==> src/rtl/tpte_pkg.sv <==
`timescale 1ns / 1ps
package tpte_pkg;

  // Register map, selected by paddr[2]
  localparam int PADDR_W = 3;
  localparam logic REG_PLANE_X = 1'b0;
  localparam logic REG_MIN_DX  = 1'b1;

  localparam logic signed [31:0] PLANE_X_RST = -32'sd32768;
  localparam logic [30:0]        MIN_DX_RST  = 31'd1;

  // Detector element ranges
  localparam logic [8:0] CN_RF_LO = 9'd0;
  localparam logic [8:0] CN_RF_HI = 9'd12;
  localparam logic [8:0] CN_RB_LO = 9'd100;
  localparam logic [8:0] CN_RB_HI = 9'd112;
  localparam logic [8:0] CN_LF_LO = 9'd200;
  localparam logic [8:0] CN_LF_HI = 9'd212;
  localparam logic [8:0] CN_LB_LO = 9'd300;
  localparam logic [8:0] CN_LB_HI = 9'd312;

  // Hit slots per event
  localparam int         NUM_SLOTS = 4;
  localparam logic [1:0] SLOT_LF   = 2'd0;
  localparam logic [1:0] SLOT_LB   = 2'd1;
  localparam logic [1:0] SLOT_RF   = 2'd2;
  localparam logic [1:0] SLOT_RB   = 2'd3;

  // Divider geometry
  localparam int DVD_W = 64;
  localparam int DVS_W = 32;

  // Quotients above this saturate outright
  localparam logic [63:0] Q_SAT_LIM = 64'h0000_0002_0000_0000;

  typedef struct packed {
    logic rec;
    logic pick;
    logic delta;
    logic mul;
    logic div_go;
    logic round;
    logic sum;
    logic load_out;
    logic coord;
  } cmd_t;

  typedef struct packed {
    logic pair_ok;
    logic dx_ok;
    logic div_done;
  } stat_t;

endpackage

==> src/rtl/two_plane_track_extrapolator.sv <==
`timescale 1ns / 1ps
// Two-plane track extrapolator. Hits of one event stream in on the input
// channel; each side keeps its first front and first back hit. The hit with
// last_hit set closes the event: the side whose front arrived first is
// paired, and the straight line through front and back is projected to the
// plane x = plane_x (register 0), giving y and z rounded to nearest and
// saturated, with clipped set on saturation. No result comes out when no
// side has both hits or |dx| is zero or below min_dx (register 1).
// Ordinary hits are taken one per cycle. The closing hit stalls the input
// while the shared 64-step divider runs once for y and once for z; a
// finished result waits in the output register while the next event's hits
// are taken, and stretches the next close only if it is still waiting
// then. Up to MAX_HITS hits per event are recorded.
module two_plane_track_extrapolator #(
  parameter int MAX_HITS = 256
) (
  input  logic                         clk,
  input  logic                         rst,
  // hit requests
  input  logic                         in_valid,
  output logic                         in_stall,
  input  logic [31:0]                  event_id,
  input  logic [8:0]                   copy_number,
  input  logic signed [31:0]           hit_x,
  input  logic signed [31:0]           hit_y,
  input  logic signed [31:0]           hit_z,
  input  logic                         last_hit,
  // result requests
  output logic                         out_valid,
  input  logic                         out_stall,
  output logic [31:0]                  out_event_id,
  output logic signed [31:0]           proj_y,
  output logic signed [31:0]           proj_z,
  output logic                         pair_side,
  output logic                         clipped,
  // register port
  input  logic                         psel,
  input  logic                         penable,
  input  logic                         pwrite,
  input  logic [tpte_pkg::PADDR_W-1:0] paddr,
  input  logic [31:0]                  pwdata,
  output logic [31:0]                  prdata,
  output logic                         pready
);
  import tpte_pkg::*;

  logic signed [31:0] plane_x;
  logic [30:0]        min_dx;
  logic               cfg_wr;
  cmd_t               cmd;
  stat_t              stat;

  assign pready = 1'b1;
  assign cfg_wr = psel && penable && pwrite && pready;

  // Register writes
  always_ff @(posedge clk) begin
    if (rst) begin
      plane_x <= PLANE_X_RST;
      min_dx  <= MIN_DX_RST;
    end else if (cfg_wr) begin
      case (paddr[2])
        REG_PLANE_X: plane_x <= pwdata;
        REG_MIN_DX:  min_dx  <= pwdata[30:0];
        default: ;
      endcase
    end
  end

  // Register reads
  always_comb begin
    case (paddr[2])
      REG_PLANE_X: prdata = plane_x;
      REG_MIN_DX:  prdata = {1'b0, min_dx};
      default:     prdata = '0;
    endcase
  end

  tpte_ctrl u_ctrl (
    .clk       (clk),
    .rst       (rst),
    .in_valid  (in_valid),
    .last_hit  (last_hit),
    .out_stall (out_stall),
    .stat      (stat),
    .in_stall  (in_stall),
    .out_valid (out_valid),
    .cmd       (cmd)
  );

  tpte_dp #(
    .MAX_HITS (MAX_HITS)
  ) u_dp (
    .clk          (clk),
    .rst          (rst),
    .cmd          (cmd),
    .stat         (stat),
    .plane_x      (plane_x),
    .min_dx       (min_dx),
    .event_id     (event_id),
    .copy_number  (copy_number),
    .hit_x        (hit_x),
    .hit_y        (hit_y),
    .hit_z        (hit_z),
    .last_hit     (last_hit),
    .out_event_id (out_event_id),
    .proj_y       (proj_y),
    .proj_z       (proj_z),
    .pair_side    (pair_side),
    .clipped      (clipped)
  );

endmodule

==> src/rtl/tpte_div.sv <==
`timescale 1ns / 1ps
// Restoring divider, one quotient bit per cycle.
module tpte_div (
  input  logic                       clk,
  input  logic                       rst,
  input  logic                       start,
  input  logic [tpte_pkg::DVD_W-1:0] dividend,
  input  logic [tpte_pkg::DVS_W-1:0] divisor,
  output logic [tpte_pkg::DVD_W-1:0] quotient,
  output logic [tpte_pkg::DVS_W-1:0] remainder,
  output logic                       done
);
  import tpte_pkg::*;

  localparam int CNT_W = $clog2(DVD_W);

  logic [DVD_W-1:0] quo;
  logic [DVS_W-1:0] rem;
  logic [CNT_W-1:0] count;
  logic             busy;
  logic [DVS_W:0]   trial;
  logic [DVS_W:0]   diff;
  logic             ge;

  // Trial subtract of the shifted partial remainder
  always_comb begin
    trial = {rem, quo[DVD_W-1]};
    diff  = trial - {1'b0, divisor};
    ge    = (trial >= {1'b0, divisor});
  end

  // Sequence control
  always_ff @(posedge clk) begin
    if (rst) begin
      busy  <= 1'b0;
      done  <= 1'b0;
      count <= '0;
    end else if (start) begin
      busy  <= 1'b1;
      done  <= 1'b0;
      count <= CNT_W'(DVD_W - 1);
    end else if (busy) begin
      count <= count - 1'b1;
      if (count == '0) begin
        busy <= 1'b0;
        done <= 1'b1;
      end
    end
  end

  // Shift quotient bits in, keep remainder below divisor
  always_ff @(posedge clk) begin
    if (start) begin
      quo <= dividend;
      rem <= '0;
    end else if (busy) begin
      quo <= {quo[DVD_W-2:0], ge};
      rem <= ge ? diff[DVS_W-1:0] : trial[DVS_W-1:0];
    end
  end

  assign quotient  = quo;
  assign remainder = rem;

endmodule

==> src/rtl/tpte_dp.sv <==
`timescale 1ns / 1ps
module tpte_dp #(
  parameter int MAX_HITS = 256
) (
  input  logic                clk,
  input  logic                rst,
  input  tpte_pkg::cmd_t      cmd,
  output tpte_pkg::stat_t     stat,
  input  logic signed [31:0]  plane_x,
  input  logic [30:0]         min_dx,
  input  logic [31:0]         event_id,
  input  logic [8:0]          copy_number,
  input  logic signed [31:0]  hit_x,
  input  logic signed [31:0]  hit_y,
  input  logic signed [31:0]  hit_z,
  input  logic                last_hit,
  output logic [31:0]         out_event_id,
  output logic signed [31:0]  proj_y,
  output logic signed [31:0]  proj_z,
  output logic                pair_side,
  output logic                clipped
);
  import tpte_pkg::*;

  localparam int IDX_W = $clog2(MAX_HITS + 1);
  localparam int ORD_W = $clog2(MAX_HITS);

  localparam logic signed [35:0] S_MAX = 36'sh0_7FFF_FFFF;
  localparam logic signed [35:0] S_MIN = 36'shF_8000_0000;
  localparam logic signed [31:0] P_MAX = 32'sh7FFF_FFFF;
  localparam logic signed [31:0] P_MIN = 32'sh8000_0000;

  function automatic logic [2:0] classify(input logic [8:0] cn);
    logic [2:0] code;
    code = {1'b0, SLOT_LF};
    if (cn inside {[CN_RF_LO:CN_RF_HI]})      code = {1'b1, SLOT_RF};
    else if (cn inside {[CN_RB_LO:CN_RB_HI]}) code = {1'b1, SLOT_RB};
    else if (cn inside {[CN_LF_LO:CN_LF_HI]}) code = {1'b1, SLOT_LF};
    else if (cn inside {[CN_LB_LO:CN_LB_HI]}) code = {1'b1, SLOT_LB};
    return code;
  endfunction

  // Event slots
  logic [NUM_SLOTS-1:0]     slot_seen;
  logic [ORD_W-1:0]         slot_order [NUM_SLOTS];
  logic signed [31:0]       slot_x     [NUM_SLOTS];
  logic signed [31:0]       slot_y     [NUM_SLOTS];
  logic signed [31:0]       slot_z     [NUM_SLOTS];
  logic [IDX_W-1:0]         hit_index;
  logic [31:0]              close_id;

  logic [2:0]               hit_cls;
  logic [1:0]               cls_slot;
  logic                     room;
  logic                     take_hit;

  // Pair selection
  logic                     left_ok;
  logic                     right_ok;
  logic                     pick_right;
  logic [1:0]               front_sel;
  logic [1:0]               back_sel;
  logic [32:0]              xf33;
  logic [32:0]              xb33;
  logic [32:0]              px33;
  logic [32:0]              dx_fwd;
  logic [32:0]              dx_rev;
  logic [32:0]              nm_fwd;
  logic [32:0]              nm_rev;

  // Working registers
  logic                     side_r;
  logic                     dx_neg;
  logic [31:0]              dx_mag;
  logic                     num_neg;
  logic [31:0]              num_mag;
  logic signed [31:0]       fy;
  logic signed [31:0]       by;
  logic signed [31:0]       fz;
  logic signed [31:0]       bz;
  logic signed [31:0]       base;
  logic                     prod_neg;
  logic [31:0]              dl_mag;
  logic [63:0]              prod;
  logic [63:0]              q_rnd;
  logic signed [31:0]       res_y;
  logic signed [31:0]       res_z;
  logic                     clip_acc;

  logic signed [31:0]       p_f;
  logic signed [31:0]       p_b;
  logic [32:0]              dl_fwd;
  logic [32:0]              dl_rev;

  logic [DVD_W-1:0]         div_q;
  logic [DVS_W-1:0]         div_r;
  logic                     div_done;

  logic                     q_big;
  logic [35:0]              base36;
  logic [35:0]              q36;
  logic signed [35:0]       s_val;
  logic signed [31:0]       sum_val;
  logic                     sum_clip;

  // Classify the incoming hit
  always_comb begin
    hit_cls  = classify(copy_number);
    cls_slot = hit_cls[1:0];
    room     = (hit_index < IDX_W'(MAX_HITS));
    take_hit = cmd.rec && room && hit_cls[2] && !slot_seen[cls_slot];
  end

  // Slot flags and arrival counter; clear when the event closes
  always_ff @(posedge clk) begin
    if (rst) begin
      slot_seen <= '0;
      hit_index <= '0;
    end else if (cmd.pick) begin
      slot_seen <= '0;
      hit_index <= '0;
    end else if (cmd.rec && room) begin
      hit_index <= hit_index + 1'b1;
      if (take_hit) slot_seen[cls_slot] <= 1'b1;
    end
  end

  // Record first hit of each element class
  always_ff @(posedge clk) begin
    if (take_hit) begin
      slot_order[cls_slot] <= hit_index[ORD_W-1:0];
      slot_x[cls_slot]     <= hit_x;
      slot_y[cls_slot]     <= hit_y;
      slot_z[cls_slot]     <= hit_z;
    end
    if (cmd.rec && last_hit) close_id <= event_id;
  end

  // Choose the side whose front came first, form dx and plane offset
  always_comb begin
    left_ok    = slot_seen[SLOT_LF] & slot_seen[SLOT_LB];
    right_ok   = slot_seen[SLOT_RF] & slot_seen[SLOT_RB];
    pick_right = right_ok && (!left_ok || (slot_order[SLOT_RF] < slot_order[SLOT_LF]));
    front_sel  = pick_right ? SLOT_RF : SLOT_LF;
    back_sel   = pick_right ? SLOT_RB : SLOT_LB;
    xf33       = {slot_x[front_sel][31], slot_x[front_sel]};
    xb33       = {slot_x[back_sel][31], slot_x[back_sel]};
    px33       = {plane_x[31], plane_x};
    dx_fwd     = xb33 - xf33;
    dx_rev     = xf33 - xb33;
    nm_fwd     = px33 - xf33;
    nm_rev     = xf33 - px33;
  end

  // Per-coordinate difference between back and front
  always_comb begin
    p_f    = cmd.coord ? fz : fy;
    p_b    = cmd.coord ? bz : by;
    dl_fwd = {p_b[31], p_b} - {p_f[31], p_f};
    dl_rev = {p_f[31], p_f} - {p_b[31], p_b};
  end

  // Add the rounded quotient to the front coordinate and saturate
  always_comb begin
    q_big    = (q_rnd > Q_SAT_LIM);
    base36   = {{4{base[31]}}, base};
    q36      = {2'b00, q_rnd[33:0]};
    s_val    = prod_neg ? (base36 - q36) : (base36 + q36);
    sum_clip = 1'b1;
    if (q_big) begin
      sum_val = prod_neg ? P_MIN : P_MAX;
    end else if (s_val > S_MAX) begin
      sum_val = P_MAX;
    end else if (s_val < S_MIN) begin
      sum_val = P_MIN;
    end else begin
      sum_val  = s_val[31:0];
      sum_clip = 1'b0;
    end
  end

  // Datapath registers, stepped by the controller
  always_ff @(posedge clk) begin
    if (cmd.pick) begin
      side_r   <= pick_right;
      dx_neg   <= dx_fwd[32];
      dx_mag   <= dx_fwd[32] ? dx_rev[31:0] : dx_fwd[31:0];
      num_neg  <= nm_fwd[32];
      num_mag  <= nm_fwd[32] ? nm_rev[31:0] : nm_fwd[31:0];
      fy       <= slot_y[front_sel];
      by       <= slot_y[back_sel];
      fz       <= slot_z[front_sel];
      bz       <= slot_z[back_sel];
      clip_acc <= 1'b0;
    end
    if (cmd.delta) begin
      base     <= p_f;
      dl_mag   <= dl_fwd[32] ? dl_rev[31:0] : dl_fwd[31:0];
      prod_neg <= num_neg ^ dl_fwd[32] ^ dx_neg;
    end
    if (cmd.mul) begin
      prod <= num_mag * dl_mag;
    end
    if (cmd.round) begin
      q_rnd <= div_q + 64'({div_r, 1'b0} >= {1'b0, dx_mag});
    end
    if (cmd.sum) begin
      if (cmd.coord) res_z <= sum_val;
      else           res_y <= sum_val;
      clip_acc <= clip_acc | sum_clip;
    end
    if (cmd.load_out) begin
      out_event_id <= close_id;
      proj_y       <= res_y;
      proj_z       <= res_z;
      pair_side    <= side_r;
      clipped      <= clip_acc;
    end
  end

  tpte_div u_div (
    .clk       (clk),
    .rst       (rst),
    .start     (cmd.div_go),
    .dividend  (prod),
    .divisor   (dx_mag),
    .quotient  (div_q),
    .remainder (div_r),
    .done      (div_done)
  );

  // Status back to the controller
  always_comb begin
    stat.pair_ok  = left_ok | right_ok;
    stat.dx_ok    = (dx_mag != '0) && (dx_mag >= {1'b0, min_dx});
    stat.div_done = div_done;
  end

endmodule

==> src/rtl/tpte_ctrl.sv <==
`timescale 1ns / 1ps
module tpte_ctrl (
  input  logic            clk,
  input  logic            rst,
  input  logic            in_valid,
  input  logic            last_hit,
  input  logic            out_stall,
  input  tpte_pkg::stat_t stat,
  output logic            in_stall,
  output logic            out_valid,
  output tpte_pkg::cmd_t  cmd
);
  import tpte_pkg::*;

  typedef enum logic [9:0] {
    S_IDLE  = 10'b00_0000_0001,
    S_PICK  = 10'b00_0000_0010,
    S_CHECK = 10'b00_0000_0100,
    S_DELTA = 10'b00_0000_1000,
    S_MUL   = 10'b00_0001_0000,
    S_DIVGO = 10'b00_0010_0000,
    S_DIV   = 10'b00_0100_0000,
    S_ROUND = 10'b00_1000_0000,
    S_SUM   = 10'b01_0000_0000,
    S_PUSH  = 10'b10_0000_0000
  } state_t;

  state_t state;
  state_t state_next;
  logic   coord;
  logic   coord_next;
  logic   out_valid_next;
  logic   in_acc;
  logic   out_free;

  // Handshakes and commands
  always_comb begin
    in_stall     = (state != S_IDLE);
    in_acc       = in_valid && !in_stall;
    out_free     = !out_valid || !out_stall;
    cmd          = '0;
    cmd.rec      = in_acc;
    cmd.pick     = (state == S_PICK);
    cmd.delta    = (state == S_DELTA);
    cmd.mul      = (state == S_MUL);
    cmd.div_go   = (state == S_DIVGO);
    cmd.round    = (state == S_ROUND);
    cmd.sum      = (state == S_SUM);
    cmd.load_out = (state == S_PUSH) && out_free;
    cmd.coord    = coord;
  end

  // Sequence: pick pair, check spacing, y then z through the divider, push
  always_comb begin
    state_next = state;
    coord_next = coord;
    case (state)
      S_IDLE: begin
        if (in_acc && last_hit) state_next = S_PICK;
      end
      S_PICK: begin
        state_next = stat.pair_ok ? S_CHECK : S_IDLE;
      end
      S_CHECK: begin
        coord_next = 1'b0;
        state_next = stat.dx_ok ? S_DELTA : S_IDLE;
      end
      S_DELTA: state_next = S_MUL;
      S_MUL:   state_next = S_DIVGO;
      S_DIVGO: state_next = S_DIV;
      S_DIV: begin
        if (stat.div_done) state_next = S_ROUND;
      end
      S_ROUND: state_next = S_SUM;
      S_SUM: begin
        if (coord) begin
          state_next = S_PUSH;
        end else begin
          coord_next = 1'b1;
          state_next = S_DELTA;
        end
      end
      S_PUSH: begin
        if (out_free) state_next = S_IDLE;
      end
      default: state_next = S_IDLE;
    endcase
  end

  // Hold the result until taken
  always_comb begin
    out_valid_next = out_valid;
    if (cmd.load_out)               out_valid_next = 1'b1;
    else if (out_valid && !out_stall) out_valid_next = 1'b0;
  end

  always_ff @(posedge clk) begin
    if (rst) begin
      state     <= S_IDLE;
      coord     <= 1'b0;
      out_valid <= 1'b0;
    end else begin
      state     <= state_next;
      coord     <= coord_next;
      out_valid <= out_valid_next;
    end
  end

  a_close_starts: assert property (@(posedge clk) disable iff (rst)
    (in_acc && last_hit) |=> (state == S_PICK && in_stall))
    else $error("closing request did not start event evaluation");

  a_push_waits: assert property (@(posedge clk) disable iff (rst)
    (state == S_PUSH && out_valid && out_stall) |=> (state == S_PUSH && out_valid))
    else $error("pending result overwritten");

  a_out_from_push: assert property (@(posedge clk) disable iff (rst)
    $rose(out_valid) |-> $past(state == S_PUSH))
    else $error("result raised outside push");

endmodule
==> config.mk <==
export PLATFORM = sky130hd
export DESIGN_NAME = two_plane_track_extrapolator
export DESIGN_NICKNAME = d
export VERILOG_FILES = /design/src/rtl/tpte_pkg.sv /design/src/rtl/two_plane_track_extrapolator.sv /design/src/rtl/tpte_div.sv /design/src/rtl/tpte_dp.sv /design/src/rtl/tpte_ctrl.sv
export SDC_FILE = /design/constraint.sdc
export NUM_CORES = 2
export LEC_CHECK = 0
export BUFFER_PORTS_ARGS = -buffer_cell sky130_fd_sc_hd__buf_4
export CAP_MARGIN = 20
export CORE_UTILIZATION = 45
export CTS_CLUSTER_DIAMETER = 50
export CTS_CLUSTER_SIZE = 20
export DETAILED_ROUTE_END_ITERATION = 8
export HOLD_SLACK_MARGIN = 0.15
export PLACE_DENSITY = 0.63
export SYNTH_ARGS = -nofsm -noshare
export SYNTH_HDL_FRONTEND = slang
export SYNTH_HIERARCHICAL = 1
export SYNTH_SLANG_ARGS = --single-unit
==> constraint.sdc <==
create_clock -name clk -period 28.1 [get_ports clk]
set_input_delay 7.025 -clock clk [delete_from_list [all_inputs] [get_ports clk]]
set_output_delay 7.025 -clock clk [all_outputs]
set_load 0.03 [all_outputs]
==> results.md <==
* Async set-reset flop share out of synthesis at 0%
* Routed length per instance at 20.45 um
* Cells after Synth at 8,389
* Die width at 456.0 um
* Clk Latency, worst-skew pair at 0.80 ns
* Leakage dissipation at around 0.044 uW
* Status: finished, final reports clean
* Drt total wl at 231,900 um
* Setup CP Type: in2out
* DRC errors left at 0
* Sequential fraction of the synthesis area at between 30% and 40%
* Clk root buf: clkbuf_16
* Vias in the first global route at 64,570
* Core ar. at 204,800 um^2
* Commonest non-fill, non-tap cell in the layout: inv_1
* Placed instance count at 11,090
* First-pass GRT wire length at approximately 370,000 um
* Final worst path period need at 15.09 ns
* Die area at 208,000 um^2
* Final ANT Viol Nets at 0
* DR iter-0 viols at 4,449
* Fin Setup TNS at 0 ns
* Antenna violations before repair at 9
* Top post-synthesis cells by area: edfxtp_1 34%, fa_1 20%, ha_1 8.0%
* TritonRoute pass-1 iters at 5
* Syn Area/Cell at 11.06 um^2
* Commonest cells after routing, fill and taps aside: 1,155 x inv_1, 1,047 x edfxtp_1, 904 x fa_1
* Via count at 61,390
* Syn Std Cell Area at 92,760 um^2
* Setup bufs post-CTS at 0
* Syn_nets at approximately 10,000
* CP arrival at 8.06 ns
* Hold-fix buffers at CTS at 0
* GP Congestion at 0.9111
* Number of port buffers at 309
* Num rows at 166
* Share of cells above drive strength 1 at between 10% and 20%
* Dominant cell type by area after synthesis: edfxtp_1
* Fmax achieved at between 0.06 and 0.07 GHz
* Initial Util at 45.30%
* Post_cts resized at 0
* Delay-heaviest family, CP: buffers and inverters
* CTS Buf Count at 130
* Worst Max-Slew Pin Slew at 1.052 ns
* CTS tree: built
* CTS Buffer Depth at 3
* Buffers plus inverters on the worst setup path at 2
* Final hold violations at 0
* Final setup viols at 0
* Post-DP HPWL at 174,900 um
* Worst-path fanout max at 35
* Main flop type after synthesis: edfxtp_1
* Clk_skew at 0.05385 ns
* Yosys cell types at 103
* Utilization after layout at about half
* Relative max-transition margin at 29.32%
* CP Launch Type: primary input
* Area growth from synthesis to layout at 10.40%
* Final Net Count at roughly 10,000
* Power per Cell Area at 90.36 nW/um^2
* Critical path's slowest cell: buf_4
* VDD IR max at about 270 uV
* CTS clk-pin slew, worst paths at ~0.07 ns
* HP Class: reg2reg
* # IOs at 313
* CP most frequent cell: buf_4
* GR Overflow Total at 0
* Cell Chain, Critical Path: buf_4 > mux2_2 > buf_4
* Die height at 456.0 um
* CTS sink cnt at approximately 1,200
* Worst setup margin at approximately 13 ns
* Fin. max-slew vios at 0
* Max-cap viol count at 0
* Critical Path Max Stage Delay at 0.42 ns
* Finished Layout Cells at 11,340
* Worst setup EP type: output port
* Req. time, crit path at 21.08 ns
* Worst slack at placement at 13.00 ns
* Post-synth top area share at 33.89%
* Routed vias/inst at 5.413
* Final period utilization at between 50% and 60%
* Post-route cell area at 102,400 um^2
* All-Layer GR Usage at 22.55%
* Largest net degree at the start of global routing at 106
* RSZ-0062 raised after global routing: no
* Post-synth EDFFs at 1,047
* Number of synthesized register bits at around 1,200
* Synth Warn # at 6
* CTS H-tree depth at 4
* Area after DPL at 97,680 um^2
==> layer usage <==
metal	vias up	share of wire [%]	global-route usage, %	routed length, um
met2	1658	48	37.60	110800
met1	30990	44	30.54	102700
met5	-	0	0	0
li1	28390	-	-	-
met3	352	4.9	2.873	11410
met4	0	3.0	7.058	6963
==> Yosys cell counts, types with 13 or more instances <==
library cell	count
nand2_1	665
dfxtp_1	128
nand2b_1	124
nor2b_1	67
and3_1	52
and4_1	14
a31oi_1	40
a21oi_1	320
a211oi_1	48
nand4_1	71
o21bai_1	74
nor2_1	289
or2_2	15
nor4_1	32
mux2i_1	254
xor2_1	106
edfxtp_1	1047
o21ai_0	171
o31ai_1	25
xnor2_1	203
buf_2	16
ha_1	594
nand3_1	88
o21ai_1	16
a311oi_1	13
and2_1	621
a21o_1	197
mux2_2	293
fa_1	904
inv_1	1156
buf_1	20
o211ai_1	34
nor3_1	65
clkbuf_1	340
o21a_1	52
or3_1	24
==> cell families after synthesis <==
| family | Yosys count | synth area share [%] |
|---|---|---|
| AO/OA/AOI/OAI | 1122 | 7.939 |
| XOR/XNOR | 309 | 2.918 |
| adder cells (fa/ha/maj) | 1498 | 27.52 |
| buffers and inverters | 1553 | 6.454 |
| flip-flops | 1175 | 36.66 |
| multiplexers | 549 | 6.334 |
| other | 1 | 0.004043 |
| AND/OR/NAND/NOR | 2182 | 12.17 |
==> worst paths after layout <==
check             slack, ns                        end                     start  cells past startpoint
hold / removal         0.39  u_dp/proj_y[31]$_DFFE_PP_  u_dp/res_y[31]$_DFFE_PP_                      0
setup reg to reg      19.30    u_dp/prod[63]$_DFFE_PP_  u_dp/dl_mag[8]$_DFFE_PP_                     29
hold reg to reg        0.39  u_dp/proj_y[31]$_DFFE_PP_  u_dp/res_y[31]$_DFFE_PP_                      0
setup / recovery      13.01                 prdata[30]                  paddr[2]                      3
==> final cells by class <==
class / instances / area [um^2]
Inverter: 1157 / 4343
Timing Repair Buffer: 410 / 3103
Clock buffer: 142 / 3351
Sequential cell: 1175 / 34010
Tap cell: 2688 / 3363
Clock inverter: 100 / 1353
Multi-Input combinational cell: 5661 / 52870
Fill cell: 18280 / 102400
Antenna cell: 7 / 17.52
==> metrics by stage <==
stage | power, uW | hold WS, ns
floorplan | 6095 | 0.4003
global placement | 7389 | 0.4002
global route | 10000 | 0.4182
finish | 9253 | 0.3934
CTS | 9319 | 0.3922
detailed placement | 7429 | 0.4045
==> sequential cells by signal, summed over array words and instances (netlist names), 31 cells and up <==
register	count
u_dp/fz	32
u_dp/slot_x	128
u_dp/u_div/quotient	64
u_dp/q_rnd	64
u_dp/slot_z	128
u_dp/prod	64
u_dp/by	32
u_dp/proj_z	32
u_dp/num_mag	32
u_dp/dl_mag	32
u_dp/u_div/remainder	32
u_dp/bz	32
u_dp/res_y	32
u_dp/close_id	32
u_dp/fy	32
u_dp/proj_y	32
min_dx	31
u_dp/res_z	32
u_dp/out_event_id	32
u_dp/base	32
u_dp/slot_y	128
plane_x	32
u_dp/dx_mag	32
==> report_power, final <==
part	internal (uW)	switching (uW)
sequential	2180	22.7
clock	1040	795
combinational	2200	3020
==> worst reg2reg max path, delay by kind of cell, from the launching register on <==
family	cells	cell delay (ns)
AO/OA/AOI/OAI	8	2.33
flip-flops	1	0.40
buffers and inverters	8	0.88
adder cells (fa/ha/maj)	9	4.27
AND/OR/NAND/NOR	4	0.66
Power figures use the tool's default switching activity.
